[src/assert_macros.svh]
// Assertion macros shared by the parser RTL; empty when SYNTH is defined.
`ifndef ASSERT_MACROS_SVH
`define ASSERT_MACROS_SVH

`ifndef SYNTH

// Same-cycle implication, disabled while reset is asserted.
`define ASSERT_IMPL(label, clk, rst_n, lhs, rhs) \
	label: assert property (@(posedge clk) disable iff (!rst_n) (lhs) |-> (rhs)) \
		else $error("assertion failed");

// Next-cycle implication, disabled while reset is asserted.
`define ASSERT_NEXT(label, clk, rst_n, lhs, rhs) \
	label: assert property (@(posedge clk) disable iff (!rst_n) (lhs) |=> (rhs)) \
		else $error("assertion failed");

`else

`define ASSERT_IMPL(label, clk, rst_n, lhs, rhs)
`define ASSERT_NEXT(label, clk, rst_n, lhs, rhs)

`endif

`endif

[src/sfp_pkg.sv]
// Shared types, codes and CRC helper for the sensor frame parser.
`default_nettype none

package sfp_pkg;

	localparam logic [31:0] CRC_POLY = 32'hEDB8_8320;

	// Result kinds
	localparam logic [1:0] KIND_PAYLOAD = 2'd0;
	localparam logic [1:0] KIND_PASS    = 2'd1;
	localparam logic [1:0] KIND_FAIL    = 2'd2;

	// Config register indexes
	localparam logic [1:0] REG_SYNC_FIRST  = 2'd0;
	localparam logic [1:0] REG_SYNC_SECOND = 2'd1;
	localparam logic [1:0] REG_CRC_SEED    = 2'd2;
	localparam logic [1:0] REG_MAX_LENGTH  = 2'd3;

	localparam logic [7:0]  SYNC_FIRST_RST  = 8'hAA;
	localparam logic [7:0]  SYNC_SECOND_RST = 8'h55;
	localparam logic [31:0] CRC_SEED_RST    = 32'd1;
	localparam logic [15:0] MAX_LENGTH_RST  = 16'd9999;

	typedef struct packed {
		logic [7:0]  sync_first;
		logic [7:0]  sync_second;
		logic [31:0] crc_seed;
		logic [15:0] max_length;
	} cfg_t;

	typedef struct packed {
		logic [1:0]  kind;
		logic [31:0] bad_frames;
		logic [15:0] frame_length;
		logic [15:0] frame_id;
		logic [15:0] payload_index;
		logic [7:0]  payload_byte;
	} res_t;

	// Reflected CRC-32, one byte, bitwise.
	function automatic logic [31:0] crc_byte(input logic [31:0] c_in, input logic [7:0] b);
		logic [31:0] c;
		c = c_in ^ {24'd0, b};
		for (int k = 0; k < 8; k++) begin
			c = c[0] ? ((c >> 1) ^ CRC_POLY) : (c >> 1);
		end
		return c;
	endfunction

endpackage

`default_nettype wire

[src/sfp_parser.sv]
// Frame parser state machine: sync, header, payload, check word, CRC.
`default_nettype none

module sfp_parser (
	input  wire logic         clk,
	input  wire logic         arst_n,
	input  wire logic         step,
	input  wire logic [7:0]   rx_byte,
	input  wire sfp_pkg::cfg_t cfg,
	output logic              res_valid,
	output sfp_pkg::res_t     res
);
	import sfp_pkg::*;

	localparam logic [3:0] PH_SYNC1   = 4'd0;
	localparam logic [3:0] PH_SYNC2   = 4'd1;
	localparam logic [3:0] PH_ID_LO   = 4'd2;
	localparam logic [3:0] PH_ID_HI   = 4'd3;
	localparam logic [3:0] PH_LEN_LO  = 4'd4;
	localparam logic [3:0] PH_LEN_HI  = 4'd5;
	localparam logic [3:0] PH_PAYLOAD = 4'd6;
	localparam logic [3:0] PH_CHK0    = 4'd7;
	localparam logic [3:0] PH_CHK1    = 4'd8;
	localparam logic [3:0] PH_CHK2    = 4'd9;
	localparam logic [3:0] PH_CHK3    = 4'd10;

	logic [3:0]  phase_q, phase_d;
	logic [31:0] crc_q, crc_d;
	logic [7:0]  id_lo_q, id_lo_d;
	logic [15:0] id_q, id_d;
	logic [7:0]  len_lo_q, len_lo_d;
	logic [15:0] len_q, len_d;
	logic [15:0] cnt_q, cnt_d;
	logic [23:0] chk_q, chk_d;
	logic [31:0] bad_q, bad_d;

	logic [31:0] crc_upd;
	logic [15:0] len_new;
	logic [15:0] cnt_inc;
	logic [31:0] bad_inc;
	logic [31:0] chk_word;

	assign crc_upd  = crc_byte(crc_q, rx_byte);
	assign len_new  = {rx_byte, len_lo_q};
	assign cnt_inc  = cnt_q + 16'd1;
	assign bad_inc  = bad_q + 32'd1;
	assign chk_word = {rx_byte, chk_q};

	always_comb begin
		phase_d   = phase_q;
		crc_d     = crc_q;
		id_lo_d   = id_lo_q;
		id_d      = id_q;
		len_lo_d  = len_lo_q;
		len_d     = len_q;
		cnt_d     = cnt_q;
		chk_d     = chk_q;
		bad_d     = bad_q;
		res_valid = 1'b0;
		res.kind          = KIND_PAYLOAD;
		res.bad_frames    = bad_q;
		res.frame_length  = len_q;
		res.frame_id      = id_q;
		res.payload_index = cnt_q;
		res.payload_byte  = rx_byte;
		case (phase_q)
			PH_SYNC2: begin
				if (rx_byte == cfg.sync_second) begin
					crc_d   = crc_upd;
					phase_d = PH_ID_LO;
				end else begin
					phase_d = PH_SYNC1;
				end
			end
			PH_ID_LO: begin
				id_lo_d = rx_byte;
				crc_d   = crc_upd;
				phase_d = PH_ID_HI;
			end
			PH_ID_HI: begin
				id_d    = {rx_byte, id_lo_q};
				crc_d   = crc_upd;
				phase_d = PH_LEN_LO;
			end
			PH_LEN_LO: begin
				len_lo_d = rx_byte;
				crc_d    = crc_upd;
				phase_d  = PH_LEN_HI;
			end
			PH_LEN_HI: begin
				len_d = len_new;
				crc_d = crc_upd;
				if (len_new != 16'd0 && len_new <= cfg.max_length) begin
					cnt_d   = 16'd0;
					phase_d = PH_PAYLOAD;
				end else begin
					phase_d = PH_SYNC1;
				end
			end
			PH_PAYLOAD: begin
				crc_d     = crc_upd;
				res_valid = step;
				cnt_d     = cnt_inc;
				if (cnt_inc == len_q) phase_d = PH_CHK0;
			end
			PH_CHK0: begin
				chk_d   = {16'd0, rx_byte};
				phase_d = PH_CHK1;
			end
			PH_CHK1: begin
				chk_d   = {8'd0, rx_byte, chk_q[7:0]};
				phase_d = PH_CHK2;
			end
			PH_CHK2: begin
				chk_d   = {rx_byte, chk_q[15:0]};
				phase_d = PH_CHK3;
			end
			PH_CHK3: begin
				res_valid         = step;
				res.payload_byte  = 8'd0;
				res.payload_index = 16'd0;
				if (chk_word == crc_q) begin
					res.kind = KIND_PASS;
				end else begin
					bad_d          = bad_inc;
					res.kind       = KIND_FAIL;
					res.bad_frames = bad_inc;
				end
				phase_d = PH_SYNC1;
			end
			default: begin
				// first sync, and any unused code
				phase_d = PH_SYNC1;
				if (rx_byte == cfg.sync_first) begin
					crc_d   = crc_byte(cfg.crc_seed, rx_byte);
					phase_d = PH_SYNC2;
				end
			end
		endcase
	end

	always_ff @(posedge clk or negedge arst_n) begin
		if (!arst_n) begin
			phase_q  <= PH_SYNC1;
			crc_q    <= 32'd1;
			id_lo_q  <= 8'd0;
			id_q     <= 16'd0;
			len_lo_q <= 8'd0;
			len_q    <= 16'd0;
			cnt_q    <= 16'd0;
			chk_q    <= 24'd0;
			bad_q    <= 32'd0;
		end else if (step) begin
			phase_q  <= phase_d;
			crc_q    <= crc_d;
			id_lo_q  <= id_lo_d;
			id_q     <= id_d;
			len_lo_q <= len_lo_d;
			len_q    <= len_d;
			cnt_q    <= cnt_d;
			chk_q    <= chk_d;
			bad_q    <= bad_d;
		end
	end

`include "assert_macros.svh"

	`ASSERT_IMPL(a_check_only_at_end, clk, arst_n, res_valid && res.kind != KIND_PAYLOAD, phase_q == PH_CHK3)
	`ASSERT_NEXT(a_end_resyncs, clk, arst_n, step && phase_q == PH_CHK3, phase_q == PH_SYNC1)
	`ASSERT_NEXT(a_fail_counts, clk, arst_n, res_valid && res.kind == KIND_FAIL, bad_q == $past(bad_q) + 32'd1)
	`ASSERT_IMPL(a_payload_in_range, clk, arst_n, phase_q == PH_PAYLOAD, cnt_q < len_q)

endmodule

`default_nettype wire

[src/sfp_skid.sv]
// Output register with one skid entry, decoupling parser from a stalled sink.
`default_nettype none

module sfp_skid (
	input  wire logic          clk,
	input  wire logic          arst_n,
	input  wire logic          in_valid,
	input  wire sfp_pkg::res_t in_data,
	output logic               in_ready,
	output logic               out_valid,
	output sfp_pkg::res_t      out_data,
	input  wire logic          out_ready
);
	import sfp_pkg::*;

	logic main_valid_q, skid_valid_q;
	res_t main_q, skid_q;

	assign in_ready  = !skid_valid_q;
	assign out_valid = main_valid_q;
	assign out_data  = main_q;

	always_ff @(posedge clk or negedge arst_n) begin
		if (!arst_n) begin
			main_valid_q <= 1'b0;
			skid_valid_q <= 1'b0;
		end else if (out_ready || !main_valid_q) begin
			if (skid_valid_q) begin
				main_valid_q <= 1'b1;
				skid_valid_q <= 1'b0;
			end else begin
				main_valid_q <= in_valid;
			end
		end else if (in_valid && !skid_valid_q) begin
			skid_valid_q <= 1'b1;
		end
	end

	always_ff @(posedge clk) begin
		if (out_ready || !main_valid_q) begin
			main_q <= skid_valid_q ? skid_q : in_data;
		end else if (in_valid && !skid_valid_q) begin
			skid_q <= in_data;
		end
	end

`include "assert_macros.svh"

	`ASSERT_IMPL(a_skid_behind_main, clk, arst_n, skid_valid_q, main_valid_q)
	`ASSERT_IMPL(a_skid_on_stall, clk, arst_n, $rose(skid_valid_q), $past(main_valid_q && !out_ready))
	`ASSERT_NEXT(a_drain_skid, clk, arst_n, skid_valid_q && out_ready, !skid_valid_q && main_valid_q)

endmodule

`default_nettype wire

[src/sensor_frame_parser_crc32.sv]
// Top level of the sync/length framed packet parser with CRC-32 check.
//
// Slave stream: one received byte per beat in s_tdata[7:0].
// Master stream: one result per payload byte (tuser kind payload) and one per
// frame after the check word (tuser kind pass or fail). Header, sync and check
// bytes produce no beat. Frames are: two sync bytes, id (LE16), length (LE16),
// payload, check word (LE32). A reflected CRC-32 seeded from crc_seed covers
// everything before the check word, no final inversion.
// Output: a result beat is registered (output register, or skid entry on a stall) before m_tvalid.
// Throughput: one byte per cycle while s_tready is high; the per-byte CRC update (eight bit steps)
// and the phase decode sit between the parser state and the output register.
// Stall: a two-entry output (register plus skid) keeps s_tready high until a
// result is parked in the skid entry; s_tready drops only then.
// Reset: parser waits for the first sync byte, CRC state 1, bad-frame count 0,
// output empty, registers back to 0xAA, 0x55, seed 1, max length 9999.
// Config: cfg_we/cfg_index/cfg_wdata, write only while the block is idle.
`default_nettype none

module sensor_frame_parser_crc32 (
	input  wire logic        clk,
	input  wire logic        arst_n,
	input  wire logic        s_tvalid,
	output logic             s_tready,
	input  wire logic [7:0]  s_tdata,   // rx_byte
	output logic             m_tvalid,
	input  wire logic        m_tready,
	output logic [87:0]      m_tdata,   // payload_byte, payload_index, frame_id,
	                                    // frame_length, bad_frames
	output logic [1:0]       m_tuser,   // kind
	input  wire logic        cfg_we,
	input  wire logic [1:0]  cfg_index,
	input  wire logic [31:0] cfg_wdata
);
	import sfp_pkg::*;

	cfg_t cfg_q;
	logic step;
	logic res_valid;
	res_t res;
	res_t out_res;

	always_ff @(posedge clk or negedge arst_n) begin
		if (!arst_n) begin
			cfg_q.sync_first  <= SYNC_FIRST_RST;
			cfg_q.sync_second <= SYNC_SECOND_RST;
			cfg_q.crc_seed    <= CRC_SEED_RST;
			cfg_q.max_length  <= MAX_LENGTH_RST;
		end else if (cfg_we) begin
			case (cfg_index)
				REG_SYNC_FIRST:  cfg_q.sync_first  <= cfg_wdata[7:0];
				REG_SYNC_SECOND: cfg_q.sync_second <= cfg_wdata[7:0];
				REG_CRC_SEED:    cfg_q.crc_seed    <= cfg_wdata;
				REG_MAX_LENGTH:  cfg_q.max_length  <= cfg_wdata[15:0];
				default: ;
			endcase
		end
	end

	// Parser advances on every accepted byte.
	assign step = s_tvalid && s_tready;

	sfp_parser u_parser (
		.clk       (clk),
		.arst_n    (arst_n),
		.step      (step),
		.rx_byte   (s_tdata),
		.cfg       (cfg_q),
		.res_valid (res_valid),
		.res       (res)
	);

	sfp_skid u_skid (
		.clk       (clk),
		.arst_n    (arst_n),
		.in_valid  (res_valid),
		.in_data   (res),
		.in_ready  (s_tready),
		.out_valid (m_tvalid),
		.out_data  (out_res),
		.out_ready (m_tready)
	);

	assign m_tdata = {out_res.bad_frames, out_res.frame_length, out_res.frame_id,
		out_res.payload_index, out_res.payload_byte};
	assign m_tuser = out_res.kind;

endmodule

`default_nettype wire

[config.mk]
export PLATFORM = sky130hd
export DESIGN_NAME = sensor_frame_parser_crc32
export DESIGN_NICKNAME = d
export VERILOG_FILES = /design/src/sfp_pkg.sv /design/src/sfp_parser.sv /design/src/sfp_skid.sv /design/src/sensor_frame_parser_crc32.sv
export VERILOG_INCLUDE_DIRS = /design/src /design/src/src
export SDC_FILE = /design/constraint.sdc
export NUM_CORES = 1
export LEC_CHECK = 0
export ABC_AREA = 1
export BUFFER_PORTS_ARGS = -buffer_cell sky130_fd_sc_hd__buf_2
export CAP_MARGIN = 0
export CORE_ASPECT_RATIO = 0.6
export CORE_UTILIZATION = 63
export CTS_BUF_LIST = sky130_fd_sc_hd__clkbuf_4 sky130_fd_sc_hd__clkbuf_8
export CTS_CLUSTER_SIZE = 30
export DETAILED_ROUTE_END_ITERATION = 10
export GPL_TIMING_DRIVEN = 0
export PLACE_DENSITY_LB_ADDON = 0.25
export SETUP_SLACK_MARGIN = 0.1
export SLEW_MARGIN = 0
export SYNTH_ARGS = -nofsm -noshare
export SYNTH_HDL_FRONTEND = slang
export SYNTH_SLANG_ARGS = --single-unit
[constraint.sdc]
create_clock -name clk -period 7.6 [get_ports clk]
set_clock_uncertainty 0.15 [all_clocks]
set_input_delay 1.52 -clock clk [delete_from_list [all_inputs] [get_ports clk]]
set_output_delay 1.52 -clock clk [all_outputs]
set_load 0.05 [all_outputs]
Word-level counts from Yosys, hierarchy flattened

Index checks and enable logic that the tools add are counted.
Widths: inputs -> output; s select.

Memory bits (read-only): 0
Bits in writable memories: 0
Latch bits: 0
Flip-flop bits (word level): 402
Word-level logic and storage cells: 142
Memories: 0
Input bits: 47

Divide/modulo/power cells: 0
Reduce and logical (&&, ||, !) cells: 32
Shifts and indexed selects: 0
$add $sub $neg: 2
Multiply operators: 0
Multiplexer cells: 36
Bitwise operators: 22
Equal/unequal tests: 20
Order comparisons: 1

Operators by type and width:

| kind                  | number |
|---|---|
| $mux 32               | 19 |
| $not 13->14           | 16 |
| $pmux 32 s3           | 1 |
| $mux 90               | 1 |
| $pmux 24 s3           | 1 |
| $xor 32x8->32         | 2 |
| $pmux 4 s10           | 1 |
| $mux 34               | 1 |
| $add 32x1->32 const B | 1 |
| $eq 32x32->1          | 1 |
| $pmux 16 s2           | 1 |
| $mux 24               | 1 |
| $reduce_and 2->1      | 12 |
| $add 16x1->16 const B | 1 |
| $eq 16x16->1          | 1 |
| $eq 4x3->1 const B    | 4 |
| $eq 8x8->1            | 2 |
| $le 16x16->1          | 1 |
| $mux 16               | 1 |
| $reduce_bool 16->1    | 1 |
| $eq 4x4->1 const B    | 3 |
| $eq 4x2->1 const B    | 2 |
| $reduce_and 4->1      | 2 |
| $ne 2x1->1 const B    | 3 |
| other kinds (18)      | 34 |

Logic depth before layout (Yosys ltp)

Word-level depth: 19
Gate-level depth with buffers: 16

Hierarchy

From an unflattened synthesis, not the netlist that was laid out.

Cell total of the unflattened synthesis: 2482
Area, all modules: 21182.8 µm²

Modules (own cells, without submodules):

| module                    | area an instance (µm²) | cells an instance | seq. area each (µm²) | times used |
|---|---|---|---|---|
| sfp_parser                | 11846.4                | 1714              | 3905.0               | 1 |
| sfp_skid                  | 6662.6                 | 480               | 5455.2               | 1 |
| sensor_frame_parser_crc32 | 2673.8                 | 288               | 1622.8               | 1 |

Worst setup path before layout

Ideal clock, no wire load.

Kind: input -> register
Start point: input port m_tready
End point: register u_skid.skid_q[0] in the netlist's numbering (enable)
Arrival: 7.610 ns
Setup time: 0.539 ns
Path buffers: 0
Path slack: -0.700 ns
Stages on the path: 3
Cell sequence: inv_1 nand2_1 nor2_1

Longest elaborated chain between the ends: 3

Ends and longest elaborated chain:

| item                       | RTL line                        | RTL |
|---|---|---|
| from (decl)                | sensor_frame_parser_crc32.sv:26 | `input wire logic m_tready,` |
| $logic_or 1x1->1           | sfp_skid.sv:40                  | `if (out_ready \|\| !main_valid_q) begin` |
| $not 1->1 (no line)        | n/a                             |  |
| $reduce_and 2->1 (no line) | n/a                             |  |
| to (signal assigned)       | sfp_skid.sv:43                  | `skid_q <= in_data;` |
| to (decl)                  | sfp_skid.sv:17                  | `res_t main_q, skid_q;` |

Every way passes these cells.
A chain may end at the register's enable or synchronous reset.

Worst setup path in the final report

Start point: register u_skid.skid_valid_q
End point: output port s_tready

Longest elaborated chain between the ends: 1

Ends and longest elaborated chain:

| item                   | RTL line                        | RTL |
|---|---|---|
| from (decl)            | sfp_skid.sv:16                  | `logic main_valid_q, skid_valid_q;` |
| from (signal assigned) | sfp_skid.sv:26                  | `skid_valid_q <= 1'b0;` |
| from (signal assigned) | sfp_skid.sv:30                  | `skid_valid_q <= 1'b0;` |
| from (signal assigned) | sfp_skid.sv:35                  | `skid_valid_q <= 1'b1;` |
| $logic_not 1->1        | sfp_skid.sv:19                  | `assign in_ready = !skid_valid_q;` |
| to (decl)              | sensor_frame_parser_crc32.sv:23 | `output logic s_tready,` |

Every way passes these cells.

==> results.yml <==
status:
  status: "complete, no violations"
drt:
  detail_route.first_pass.iterations: 6
  vias: 17380
  wl_per_cell_um: 18.71
  drc: 0
  finalWirelength_mm: 57.48
  dr.first_iter.drc_count: 1949
  antenna_left: 0
  via_per_inst: 5.659
global_route:
  grt_usage_pct: 34.46
  antenna_found_initial: 0
  grt_pass1_wl_mm: 89.52
  grt_pass1_vias: 16330
  grt_max_degree: 117
  overflow: 0
clocking:
  insertion_delay_ps: 650
  cts_resized: 0
  cts_tree: "done"
  cts-root-buf: "clkbuf_8"
  cts_max_level: 2
  ctsHoldBuffers: 0
  cts_buffers: 57
  cts.sinks: 402
  post_cts_buffers: 0
  clk_path_buf_depth: 3
  cts.reportedPaths.clkPinSlew_ps: 80
setup_path:
  r2r_start: "u_parser.phase_q[1]"
  crit_cells: 5
  endpoint_kind: "primary output"
  worstReg2RegEnd: "u_skid.skid_q[18]"
  regToRegSetupSlack_ps: 4160
  cpPeakStageDelay_ps: 590
  worstPathRequired_ps: 5930
  crit_path_frequent_cell: "clkbuf_1"
  r2r_cells: 8
  path_buf_inv: 5
  critical_path.cell_chain: "clkbuf_1 > clkinv_1 > clkbuf_1 > buf_1 > buf_2"
  worstPathArrival_ps: 2700
  criticalPathCategory: "flip-flop to primary output"
  start_kind: "flip-flop"
  critPathTopFamily: "buffers and inverters"
  cp_max_fo: 10
  slowest_stage: "clkbuf_1"
sta:
  hold_viol_final: 0
  finalSetupViolCount: 0
  slew_headroom_pct: 32.50
  drv_slew: 0
  fin_tns_setup_ps: 0
  fmaxAchievable_mhz: 228.7
  worst_slew_pin_slew_ps: 1010
  grt_setup_unrepaired: "no"
  finalCritPeriodShare_pct: 57.54
  period_minus_slack_ps: 4373
synthesis:
  synth_seq_cells: 402
  synth_nets: 2437
  avgSynthCellArea_sq_um: 8.849
  ys_warn_count: 0
  synth_cell_type_count: 53
  synth_ff_type: "dfrtp_1"
  synthArstFlopShare_pct: 55.22
  syn_area_sq_mm: 0.02099
  synth_edf_count: 180
  ys_seq_area_share_pct: 52.33
  syn-instance-count: 2372
floorplanning:
  rows: 51
  dieArea_sq_mm: 0.03407
  initial_core_util_pct: 64.37
  fp.dieH_um: 143.4
  io_pins: 139
  coreArea_sq_mm: 0.03261
  die_width_um: 237.6
cells_and_area:
  final_common_cell: "nand2_1"
  design_area_sq_mm: 0.02359
  layout-drive-gt1-share_pct: 14.87
  syn_to_final_growth_pct: 12.40
  nets: 2638
  num_antenna_cells: 0
  nFillCells: 2478
  layout_common_cells: "nand2_1 (771), dfrtp_1 (204), edfxtp_1 (180)"
power:
  peakVddDrop_v: 0.0001974
  cellPowerDensity_mw_per_mm2: 238.0
  leakage_nw: 10.89
placed_design:
  port_buffers: 138
  dp_hpwl_mm: 42.07
  dpl-instance-area_sq_mm: 0.02236
  gp_congestion: 0.9490
run:
  cap_violations: 0
worst_hold_path:
  hold_path.class: "flip-flop to flip-flop"
  min_path_cells: 0
  worstHoldStart: "u_parser.len_q[7]"
  min_to: "u_skid.skid_q[47]"
==> cell type report <==
cell class / instances / area, sq um / share of cell area [%]
clock inverter: 31 / 275.3 / 1.167
timing repair buffer: 142 / 795.8 / 3.373
tap: 450 / 563.0 / 2.387
inverter: 186 / 711.9 / 3.018
clock buffer: 77 / 953.4 / 4.041
multi-input combinational: 1685 / 8781 / 37.22
buffer: 99 / 528.0 / 2.238
sequential: 402 / 10980 / 46.56
==> per-stage QoR <==
step                      setup slack, ps  total power, mW  utilization (%)  hold slack [ps]  cells
after floorplan                     324.2            3.436                -            274.9   2372
after global placement              -2332            3.746            68.22            278.2   2960
after detailed placement             3507            3.774            68.58            295.3   2964
after CTS                            3218            5.598            72.35            307.1   3072
after global routing                 3127            5.863            72.35            313.9   3072
final                                3227            5.615            72.35            305.9   3072
==> worst max-delay path by stage <==
| stage | startpoint | slack [ps] | to |
|---|---|---|---|
| 5_1_grt | u_skid.skid_valid_q | 3130 | s_tready |
| 3_3_place_gp | m_tready | -2330 | u_skid.skid_q[71] |
| 6_report | u_skid.skid_valid_q | 3230 | s_tready |
| 4_1_cts | u_skid.skid_valid_q | 3220 | s_tready |
| 3_5_place_dp | m_tready | 3510 | u_skid.skid_q[18] |
| 2_1_floorplan | m_tready | 320 | u_skid.skid_q[0] |
==> routing by layer <==
metal | share of wire, % | vias to the layer above | global-route usage (%)
met5 | 0 | - | 0
met4 | 1.9 | 0 | 8.557
met3 | 11 | 93 | 8.029
met2 | 42 | 832 | 48.96
met1 | 46 | 8324 | 53.03
li1 | - | 8134 | -
==> cell families after synthesis <==
logic type / after synthesis / synth area share [%]
AOI/OAI and AO/OA: 260 / 6.504
xor gates and xnor gates: 177 / 8.608
adders and majority gates: 18 / 1.073
buffers and inverters: 285 / 5.908
DFF: 402 / 52.33
muxes: 21 / 1.127
and+or+nand+nor: 1209 / 24.45
==> synthesized netlist by cell type, types with 31 or more instances <==
| library cell | instances | area [sq um] |
|---|---|---|
| nor3_1 | 37 | 185.2 |
| edfxtp_1 | 180 | 5405 |
| and2_1 | 31 | 193.9 |
| xnor2_1 | 36 | 315.3 |
| a21oi_1 | 40 | 200.2 |
| nand2_1 | 772 | 2898 |
| inv_1 | 173 | 649.4 |
| nor2_1 | 123 | 461.7 |
| clkbuf_1 | 48 | 180.2 |
| o21ai_0 | 177 | 885.9 |
| dfrtp_1 | 204 | 5105 |
| xor2_1 | 122 | 1069 |
| nand3_1 | 170 | 850.8 |
==> registers in the layout, indices dropped and copies added (netlist names) <==
| signal | count |
|---|---|
| u_skid.out_data | 90 |
| u_skid.skid_q | 90 |
| cfg_q | 64 |
| u_parser.bad_q | 32 |
| u_parser.crc_q | 32 |
| u_parser.chk_q | 24 |
| u_parser.cnt_q | 16 |
| u_parser.id_q | 16 |
| u_parser.len_q | 16 |
| u_parser.id_lo_q | 8 |
| u_parser.len_lo_q | 8 |
| u_parser.phase_q | 4 |
| u_skid.out_valid | 1 |
| u_skid.skid_valid_q | 1 |
==> power by group <==
part | switching [mW] | internal (mW) | total [mW]
Clock | 0.876 | 0.962 | 1.84
Sequential | 0.145 | 2.39 | 2.53
Combinational | 0.785 | 0.459 | 1.24
No activity file was read; power rests on OpenSTA's default activity.
